[src/sv/mws_pkg.sv]
// Shared constants and types for the morphing waveform shaper.
`default_nettype none
package mws_pkg;
  localparam int SINE_B = 19900;
  localparam int SINE_C = 3516;
  localparam int SINE_ONE = 4096;

  localparam logic [31:0] TRI_OFFSET = 32'h4000_0000;
  localparam logic [31:0] PULSE_HI = 32'h1FFF_FFFF;
  localparam logic [31:0] PULSE_LO = 32'hE000_0000;
  localparam logic [7:0] FRAC_MAX = 8'd255;

  localparam int DIV_W = 11;
  localparam int BITS_PER_STAGE = 4;
  localparam int DIV_STAGES = 32 / BITS_PER_STAGE;

  localparam logic ADDR_COMP_MIN = 1'b0;
  localparam logic ADDR_COMP_MUL = 1'b1;

  typedef struct packed {
    logic              vld;
    logic              neg;
    logic [DIV_W-1:0]  rem;
    logic [31:0]       work;
    logic [31:0]       raw;
  } div_stage_t;
endpackage
`default_nettype wire

[src/sv/morphing_waveform_shaper.sv]
// Top level: shape generation, crossfade and compensation divide pipeline.
// Pipeline: 14 pipeline stages plus the output register lie between the input
// transaction and out_tvalid; the divide is 8 stages of 4 restoring steps.
// Throughput: one transaction per cycle while in_tready is high; a 2-entry output buffer absorbs stalls.
// Reset (rst_n low, synchronous): pipeline empty, comp_min = 0,
// comp_mul = 0x100000.
`default_nettype none
module morphing_waveform_shaper (
  input  wire logic        clk,
  input  wire logic        rst_n,
  input  wire logic        in_tvalid,
  output logic             in_tready,
  input  wire logic [39:0] in_tdata,    // phase[31:0], morph[39:32]
  output logic             out_tvalid,
  input  wire logic        out_tready,
  output logic [63:0]      out_tdata,   // sample[31:0], raw_sample[63:32]
  input  wire logic        cfg_psel,
  input  wire logic        cfg_penable,
  input  wire logic        cfg_pwrite,
  input  wire logic [2:0]  cfg_paddr,
  input  wire logic [31:0] cfg_pwdata,
  output logic [31:0]      cfg_prdata,
  output logic             cfg_pready
);

  // configuration
  logic [31:0] comp_min_r;
  logic [30:0] comp_mul_r;
  logic        cfg_wr;

  assign cfg_pready = 1'b1;
  assign cfg_wr = cfg_psel & cfg_penable & cfg_pwrite;
  assign cfg_prdata = (cfg_paddr[2] == mws_pkg::ADDR_COMP_MUL) ? {1'b0, comp_mul_r} : comp_min_r;

  always_ff @(posedge clk) begin
    if (!rst_n) begin
      comp_min_r <= 32'd0;
      comp_mul_r <= 31'd1048576;
    end else if (cfg_wr) begin
      if (cfg_paddr[2] == mws_pkg::ADDR_COMP_MIN) comp_min_r <= cfg_pwdata;
      else comp_mul_r <= cfg_pwdata[30:0];
    end
  end

  logic [mws_pkg::DIV_W-1:0] divisor;
  assign divisor = (comp_mul_r[30:20] == 11'd0) ? 11'd1 : comp_mul_r[30:20];

  // flow control
  logic skid_v_r;
  logic en;
  assign en = ~skid_v_r;
  assign in_tready = en;

  // stage 1 combinational
  logic [31:0] phase;
  logic [7:0]  morph;
  logic [13:0] d14;
  logic signed [13:0] xs;
  logic signed [27:0] xsq;
  logic [9:0]  t3;
  logic [7:0]  frac_c;
  logic [1:0]  idx_c;
  logic [31:0] tri_v;
  logic [31:0] tri_d;

  assign phase = in_tdata[31:0];
  assign morph = in_tdata[39:32];
  assign d14 = phase[30:17] - 14'h2000;
  assign xs = $signed(d14);
  assign xsq = 28'(xs) * 28'(xs);
  assign t3 = {2'b00, morph} + {1'b0, morph, 1'b0};
  assign frac_c = (t3[7:0] != 8'd0 && t3[7:0] != mws_pkg::FRAC_MAX) ? t3[7:0] + 8'd1 : t3[7:0];
  assign idx_c = (t3[9:8] == 2'd3) ? 2'd2 : t3[9:8];
  assign tri_v = phase[31] ? ~phase : phase;
  assign tri_d = tri_v - mws_pkg::TRI_OFFSET;

  logic        v1_r, neg1_r, p31_1_r;
  logic [14:0] x2_1_r;
  logic [31:0] tri1_r, saw1_r;
  logic [7:0]  frac1_r;
  logic [1:0]  idx1_r;

  // stage 2
  logic [25:0] x2c;
  logic [15:0] y1_c;
  assign x2c = 26'(x2_1_r) * 26'(mws_pkg::SINE_C);
  assign y1_c = 16'(mws_pkg::SINE_B) - {4'd0, x2c[25:14]};

  logic        v2_r, neg2_r, p31_2_r;
  logic [14:0] x2_2_r;
  logic [15:0] y1_2_r;
  logic [31:0] tri2_r, saw2_r;
  logic [7:0]  frac2_r;
  logic [1:0]  idx2_r;

  // stage 3
  logic [30:0] x2y;
  logic [31:0] y_c;
  logic [31:0] sine_c;
  assign x2y = 31'(x2_2_r) * 31'(y1_2_r);
  assign y_c = 32'(mws_pkg::SINE_ONE) - {17'd0, x2y[30:16]};
  assign sine_c = (neg2_r ? (32'd0 - y_c) : y_c) << 17;

  logic        v3_r, p31_3_r;
  logic [31:0] sine3_r, tri3_r, saw3_r;
  logic [7:0]  frac3_r;
  logic [1:0]  idx3_r;

  // stage 4: shape selection
  logic [31:0] pulse3, sh_a, sh_b;
  assign pulse3 = p31_3_r ? mws_pkg::PULSE_LO : mws_pkg::PULSE_HI;
  always_comb begin
    case (idx3_r)
      2'd0: begin sh_a = sine3_r; sh_b = tri3_r; end
      2'd1: begin sh_a = tri3_r;  sh_b = saw3_r; end
      default: begin sh_a = saw3_r; sh_b = pulse3; end
    endcase
  end

  logic               v4_r;
  logic signed [23:0] a4_r, b4_r;
  logic [7:0]         frac4_r;

  // stage 5: crossfade
  logic signed [33:0] pa, pb;
  logic signed [33:0] mix_c;
  assign pa = 34'(a4_r) * 34'($signed({2'b00, mws_pkg::FRAC_MAX - frac4_r}));
  assign pb = 34'(b4_r) * 34'($signed({2'b00, frac4_r}));
  assign mix_c = pa + pb;

  logic        v5_r;
  logic [31:0] raw5_r;

  // stage 6: offset and magnitude
  logic [31:0] diff_c;
  assign diff_c = raw5_r - comp_min_r;

  logic        v6_r, neg6_r;
  logic [31:0] raw6_r, mag6_r;

  // restoring divide, 4 quotient bits per stage
  mws_pkg::div_stage_t dv_r   [mws_pkg::DIV_STAGES];
  mws_pkg::div_stage_t dv_nxt [mws_pkg::DIV_STAGES];

  always_comb begin
    mws_pkg::div_stage_t cur;
    logic [mws_pkg::DIV_W:0] r12;
    for (int s = 0; s < mws_pkg::DIV_STAGES; s++) begin
      if (s == 0) begin
        cur.vld = v6_r;
        cur.neg = neg6_r;
        cur.rem = '0;
        cur.work = mag6_r;
        cur.raw = raw6_r;
      end else begin
        cur = dv_r[s-1];
      end
      for (int k = 0; k < mws_pkg::BITS_PER_STAGE; k++) begin
        r12 = {cur.rem, cur.work[31]};
        if (r12 >= {1'b0, divisor}) begin
          r12 = r12 - {1'b0, divisor};
          cur.work = {cur.work[30:0], 1'b1};
        end else begin
          cur.work = {cur.work[30:0], 1'b0};
        end
        cur.rem = r12[mws_pkg::DIV_W-1:0];
      end
      dv_nxt[s] = cur;
    end
  end

  // pipeline registers
  always_ff @(posedge clk) begin
    if (!rst_n) begin
      v1_r <= 1'b0; v2_r <= 1'b0; v3_r <= 1'b0;
      v4_r <= 1'b0; v5_r <= 1'b0; v6_r <= 1'b0;
    end else if (en) begin
      v1_r <= in_tvalid; v2_r <= v1_r; v3_r <= v2_r;
      v4_r <= v3_r; v5_r <= v4_r; v6_r <= v5_r;
    end
  end

  always_ff @(posedge clk) begin
    if (en) begin
      neg1_r  <= phase[31];
      p31_1_r <= phase[31];
      x2_1_r  <= xsq[26:12];
      tri1_r  <= 32'($signed(tri_d) >>> 1);
      saw1_r  <= 32'($signed(phase) >>> 2);
      frac1_r <= frac_c;
      idx1_r  <= idx_c;

      neg2_r <= neg1_r; p31_2_r <= p31_1_r; x2_2_r <= x2_1_r; y1_2_r <= y1_c;
      tri2_r <= tri1_r; saw2_r <= saw1_r; frac2_r <= frac1_r; idx2_r <= idx1_r;

      p31_3_r <= p31_2_r; sine3_r <= sine_c; tri3_r <= tri2_r; saw3_r <= saw2_r;
      frac3_r <= frac2_r; idx3_r <= idx2_r;

      a4_r <= $signed(sh_a[31:8]);
      b4_r <= $signed(sh_b[31:8]);
      frac4_r <= frac3_r;

      raw5_r <= mix_c[31:0];

      raw6_r <= raw5_r;
      neg6_r <= diff_c[31];
      mag6_r <= diff_c[31] ? (32'd0 - diff_c) : diff_c;

      for (int s = 0; s < mws_pkg::DIV_STAGES; s++) begin
        dv_r[s].neg  <= dv_nxt[s].neg;
        dv_r[s].rem  <= dv_nxt[s].rem;
        dv_r[s].work <= dv_nxt[s].work;
        dv_r[s].raw  <= dv_nxt[s].raw;
      end
    end
    for (int s = 0; s < mws_pkg::DIV_STAGES; s++) begin
      if (!rst_n) dv_r[s].vld <= 1'b0;
      else if (en) dv_r[s].vld <= dv_nxt[s].vld;
    end
  end

  // result and output buffering
  mws_pkg::div_stage_t last;
  logic [31:0] quo;
  logic [63:0] res;
  logic        push, take;
  assign last = dv_r[mws_pkg::DIV_STAGES-1];
  assign quo = last.neg ? (32'd0 - last.work) : last.work;
  assign res = {last.raw, quo[21:0], 10'd0};
  assign push = en & last.vld;
  assign take = out_tvalid & out_tready;

  logic        out_v_r;
  logic [63:0] out_d_r, skid_d_r;
  assign out_tvalid = out_v_r;
  assign out_tdata = out_d_r;

  always_ff @(posedge clk) begin
    if (!rst_n) begin
      out_v_r <= 1'b0;
      skid_v_r <= 1'b0;
    end else if (skid_v_r) begin
      if (take) begin
        out_v_r <= 1'b1;
        skid_v_r <= 1'b0;
      end
    end else if (!out_v_r || take) begin
      out_v_r <= push;
    end else if (push) begin
      skid_v_r <= 1'b1;
    end
  end

  always_ff @(posedge clk) begin
    if (skid_v_r) begin
      if (take) out_d_r <= skid_d_r;
    end else if (!out_v_r || take) begin
      out_d_r <= res;
    end else if (push) begin
      skid_d_r <= res;
    end
  end

endmodule
`default_nettype wire
[config.mk]
export PLATFORM = sky130hd
export DESIGN_NAME = morphing_waveform_shaper
export DESIGN_NICKNAME = d
export VERILOG_FILES = /design/src/sv/mws_pkg.sv /design/src/sv/morphing_waveform_shaper.sv
export SDC_FILE = /design/constraint.sdc
export NUM_CORES = 2
export LEC_CHECK = 0
export BUFFER_PORTS_ARGS = -buffer_cell sky130_fd_sc_hd__buf_2
export CAP_MARGIN = 20
export CORE_MARGIN = 2
export CORE_UTILIZATION = 60
export DETAILED_ROUTE_END_ITERATION = 16
export PLACE_DENSITY_LB_ADDON = 0.2
export SYNTH_ARGS = -nofsm -noshare
export SYNTH_HDL_FRONTEND = slang
export SYNTH_SLANG_ARGS = --single-unit
[constraint.sdc]
create_clock -name clk -period 71.8 [get_ports clk]
set_input_delay 21.54 -clock clk [delete_from_list [all_inputs] [get_ports clk]]
set_output_delay 21.54 -clock clk [all_outputs]
set_load 0.01 [all_outputs]
### Word level (Yosys, flattened, before mapping)

Memories as Yosys holds them, arrays and structs flattened.
Index checks and enable logic that the tools add are counted.

* flip-flop bits (word level): 619
* memory bits (writable): 616
* bits of input ports: 82
* output and inout port bits: 99
* logic and storage cells: 248
* memories kept: 1

* $add $sub $neg: 44
* multipliers: 5
* magnitude comparators: 32
* eq/ne operators: 4
* multiplexer cells: 96
* bitwise operators: 16
* reduce and logical (&&, ||, !) cells: 11

Memories
* dv_r: depth 8, bits a word 77, rd ports 8, clocked after Yosys merged registers in 0, wr ports 8, RTL line morphing_waveform_shaper.sv:142 `mws_pkg::div_stage_t dv_r [mws_pkg::DIV_STAGES];`

Operators with widths (count)
* >= comparator 12 x 11 -> 1 bit: 31
* two-way mux 11 bit: 33
* subtractor 11 bit: 31
* two-way mux 64 bit: 3
* one-hot mux 32 bit (2 select lines): 2
* two-way mux 32 bit: 3
* multiplier 24 x 9 -> 32 bit: 2
* two-way mux 1 bit: 51
* adder 32 bit: 1
* NOT 32 bit: 1
* subtractor 1 x 32 -> 32 bit, first input constant: 1
* subtractor 32 x 31 -> 32 bit, second input constant: 1
* subtractor 32 bit: 1
* multiplier 15 x 16 -> 31 bit: 1
* two-way mux 31 bit: 1
* multiplier 14 x 14 -> 27 bit: 1
* multiplier 15 x 10 -> 24 bit, second input constant: 1
* two-way mux 22 bit: 1
* subtractor 1 x 22 -> 22 bit, first input constant: 1
* subtractor 15 x 12 -> 16 bit, first input constant: 1
* two-way mux 15 bit: 1
* subtractor 1 x 15 -> 15 bit, first input constant: 1
* subtractor 13 x 15 -> 15 bit, first input constant: 1
* subtractor 14 bit, second input constant: 1
* 22 further kinds: 36

### Depth between registers and ports, before layout

* depth after elaboration: 10
* depth in mapped cells: 59
* depth with buffers taken out: 56

### Worst setup path before layout

Ideal clock, no wire load.

* path type: reg2out
* start: register skid_v_r
* end: output in_tready
* arrival: 24899 ps
* required time: 50260 ps
* slack: 25361 ps
* cell stages (with the launch flop): 4
* buffers on the path: 2
* cell sequence: dfxtp_1 clkbuf_1 inv_1 buf_1

* cells in the longest elaborated chain, start to end: 1

Ends and longest elaborated chain
* start: declaration: RTL line morphing_waveform_shaper.sv:49 `logic skid_v_r;`
* start signal: assignment: RTL line morphing_waveform_shaper.sv:241 `skid_v_r <= 1'b0;`
* start signal: assignment: RTL line morphing_waveform_shaper.sv:245 `skid_v_r <= 1'b0;`
* start signal: assignment: RTL line morphing_waveform_shaper.sv:250 `skid_v_r <= 1'b1;`
* NOT 1 bit (no line)
* end: declaration: RTL line morphing_waveform_shaper.sv:12 `output logic in_tready,`

Every way passes these cells.

### Final worst setup path

* start: input cfg_paddr[2]
* end: output cfg_prdata[0]

* cells in the longest elaborated chain, start to end: 1

Ends and longest elaborated chain
* start: declaration: RTL line morphing_waveform_shaper.sv:20 `input wire logic [2:0] cfg_paddr,`
* two-way mux 32 bit: RTL line morphing_waveform_shaper.sv:33 `assign cfg_prdata = (cfg_paddr[2] == mws_pkg::ADDR_COMP_MUL) ? {1'b0, comp_mul_r} : comp_min_r;`
* end: declaration: RTL line morphing_waveform_shaper.sv:22 `output logic [31:0] cfg_prdata,`

Every way passes these cells.

==> impl_metrics.json <==
{
  "status": "finished, final reports clean",
  "synth_top_cell_area_share": 0.352,
  "yosysTopAreaCell": "edfxtp_1",
  "ys_seq_area_frac": 0.369,
  "cts_sinks": 1085,
  "slew_headroom": 0.321,
  "crit_slowest_cell": "buf_2",
  "yosysMostFrequentCell": "inv_1",
  "area_growth_pct": 7.95,
  "drt_first_iter_violations": 3872,
  "core.rowCount": 139,
  "drt_pre_antenna_iters": 9,
  "clk-insertion-delay-late_ns": 0.77,
  "final-max-slew-violation-count": 0,
  "core_sq_um": 143000,
  "post-route-drc-count": 0,
  "min_period_over_period": 0.617,
  "min_path_type": "reg2reg",
  "synth_edf_count": 1012,
  "cts_tree": "done",
  "worstPathCellList": "buf_2 -> mux2_2 -> buf_2",
  "max_stage_delay_ns": 0.64,
  "grt_usage": 0.258,
  "cp_common_cell": "buf_2",
  "worstHoldEndpoint": "dv_r[0][306]",
  "port_buffers": 158,
  "critPathBufInv": 2,
  "cp.required_ns": 50.26,
  "ys_seq_elements": 1085,
  "syn_area_per_cell_sq_um": 10.9,
  "max_cap_viol_count": 0,
  "critical_path.endpoint_type": "output port",
  "initial_core_util": 0.603,
  "r2r-end": "dv_r[1][220]",
  "synthTopCellsByArea": "edfxtp_1 35%, fa_1 18%, ha_1 10%",
  "finalNetCount": 9633,
  "timing.final.hold_violations": 0,
  "grt_pass1_wl_microns": 305000,
  "rsz0062_at_grt": "false",
  "grt_start_max_net_pins": 176,
  "fin_tns_setup_ns": 0,
  "antenna_found_initial": 1,
  "dp_hpwl_microns": 140000,
  "hold_depth": 0,
  "clock_path_buffers": 3,
  "wl_microns": 186000,
  "final_antenna_net_count": 0,
  "cts-root-buf": "clkbuf_16",
  "cp_max_fo": 65,
  "r2r_cells": 57,
  "critPathKind": "in2out",
  "crit_family": "buffers and inverters",
  "ff2ff_setup_slack_ns": 57.36,
  "die_h_microns": 384,
  "cts_setup_buffers": 0,
  "crit_arrival_ns": 22.74,
  "place.gp.congestion": 0.891,
  "grt.overflow.total": 0,
  "nFillCells": 10915,
  "cp-start-kind": "primary input",
  "fin_skew_ns": 0.0797,
  "ys_types": 104,
  "finalCriticalPeriod_ns": 44.28,
  "layout-drive-gt1-share": 0.0852,
  "syn_inst": 7919,
  "async_flop_share": 0,
  "wl_per_cell_microns": 18.5,
  "path_clk_slew_ns": 0.06,
  "cts_max_level": 3,
  "holdWs_ns": 0.368,
  "syn_area_sq_um": 86400,
  "hold_buffers": 0,
  "r2r_start": "comp_mul_r[27]",
  "first_global_vias": 58806,
  "viasPerCell": 5.63,
  "num_vias": 56586,
  "fmax_mhz": 22.6,
  "synth_flop_cell": "edfxtp_1",
  "finalSetupViolCount": 0,
  "dieArea_sq_um": 147000,
  "die_width_microns": 384,
  "io_pins": 181,
  "synthTopCellsByCount": "1150 x inv_1, 1012 x edfxtp_1, 783 x fa_1",
  "min-delay-start": "dv_r[0][229]",
  "cts_made_buffers": 110,
  "tightest_slew_ns": 1.02,
  "ctsResizeCount": 0,
  "yosys_warnings": 0
}
-- cells by family (layout without fill, tap and decap cells) --
family,Yosys count,count (layout),share of synthesized area
adder cells (fa/ha/maj),1501,1501,0.285
AND/OR/NAND/NOR,2126,2126,0.122
XOR/XNOR,359,359,0.0364
AO/OA/AOI/OAI,1184,1184,0.0900
multiplexers,292,292,0.0375
flip-flops,1085,1085,0.369
buffers and inverters,1370,1588,0.0602
other,2,14,0.0000869
-- worst max-delay path by stage --
stage                       startpoint             to  slack, ns  cells after the start
after floorplan               skid_v_r      in_tready      25.36                      3
after global placement    cfg_paddr[2]  cfg_prdata[0]      27.56                      3
after detailed placement  cfg_paddr[2]  cfg_prdata[0]      27.54                      3
after CTS                 cfg_paddr[2]  cfg_prdata[0]      27.53                      3
after global routing      cfg_paddr[2]  cfg_prdata[0]      27.42                      3
final                     cfg_paddr[2]  cfg_prdata[0]      27.52                      3
-- metrics by stage --
stage | cell area (sq um) | utilization | instances | setup WS, ns
4_1_cts | 93200 | 0.651 | 10046 | 27.53
2_1_floorplan | 86500 | - | 7929 | 25.36
3_3_place_gp | 89300 | 0.623 | 9836 | 27.56
6_report | 93300 | 0.651 | 10052 | 27.52
3_5_place_dp | 89300 | 0.623 | 9837 | 27.54
5_1_grt | 93300 | 0.651 | 10050 | 27.42
-- cell usage in the layout (no fill, tap or decap), drive strengths merged, types with 135 or more instances in the layout --
| cell | netlist | final |
|---|---|---|
| inv | 1153 | 1159 |
| fa | 783 | 783 |
| mux2 | 221 | 221 |
| nor2b | 198 | 198 |
| buf | 36 | 225 |
| nand2b | 181 | 181 |
| ha | 718 | 718 |
| a21oi | 214 | 214 |
| xnor2 | 243 | 243 |
| nand2 | 691 | 691 |
| and2 | 278 | 278 |
| nor2 | 389 | 389 |
| edfxtp | 1012 | 1012 |
| a21boi | 170 | 170 |
| clkbuf | 180 | 135 |
| o21ai | 343 | 343 |
-- area by class of cell --
class,count,area (sq um),area share
Antenna cell,2,5.00,0.0000536
Clock buffer,135,2920,0.0313
Clock inverter,74,1020,0.0109
Inverter,1154,4340,0.0465
Multi-Input combinational cell,5474,49400,0.530
Sequential cell,1085,31900,0.341
Tap cell,1903,2380,0.0255
Timing Repair Buffer,225,1350,0.0144
-- registers in the layout (all words and copies together), names as in the netlist, 24 cells and up --
name	count
dv_r	533
out_tdata	54
skid_d_r	54
comp_min_r	32
mag6_r	32
raw5_r	32
raw6_r	32
comp_mul_r	31
a4_r	24
-- worst reg2reg max path, delay by kind of cell (launching register included) --
| kind | cells | cell delay [ns] |
|---|---|---|
| buffers and inverters | 5 | 1.36 |
| and+or+nand+nor | 13 | 2.77 |
| muxes | 3 | 1.03 |
| DFF | 1 | 0.35 |
| adders and majority gates | 5 | 1.69 |
| AOI/OAI and AO/OA | 31 | 6.94 |
-- per-layer routing --
layer,GRT usage,up-vias,share of wire
met5,0,-,0
met2,0.445,1266,0.50
li1,-,27022,-
met3,0.0293,311,0.043
met4,0.0779,0,0.029
met1,0.345,27987,0.43
Power is left out: the tool's default activity adds up to more than one toggle a clock period on the data nets, which glitch-free logic cannot reach.
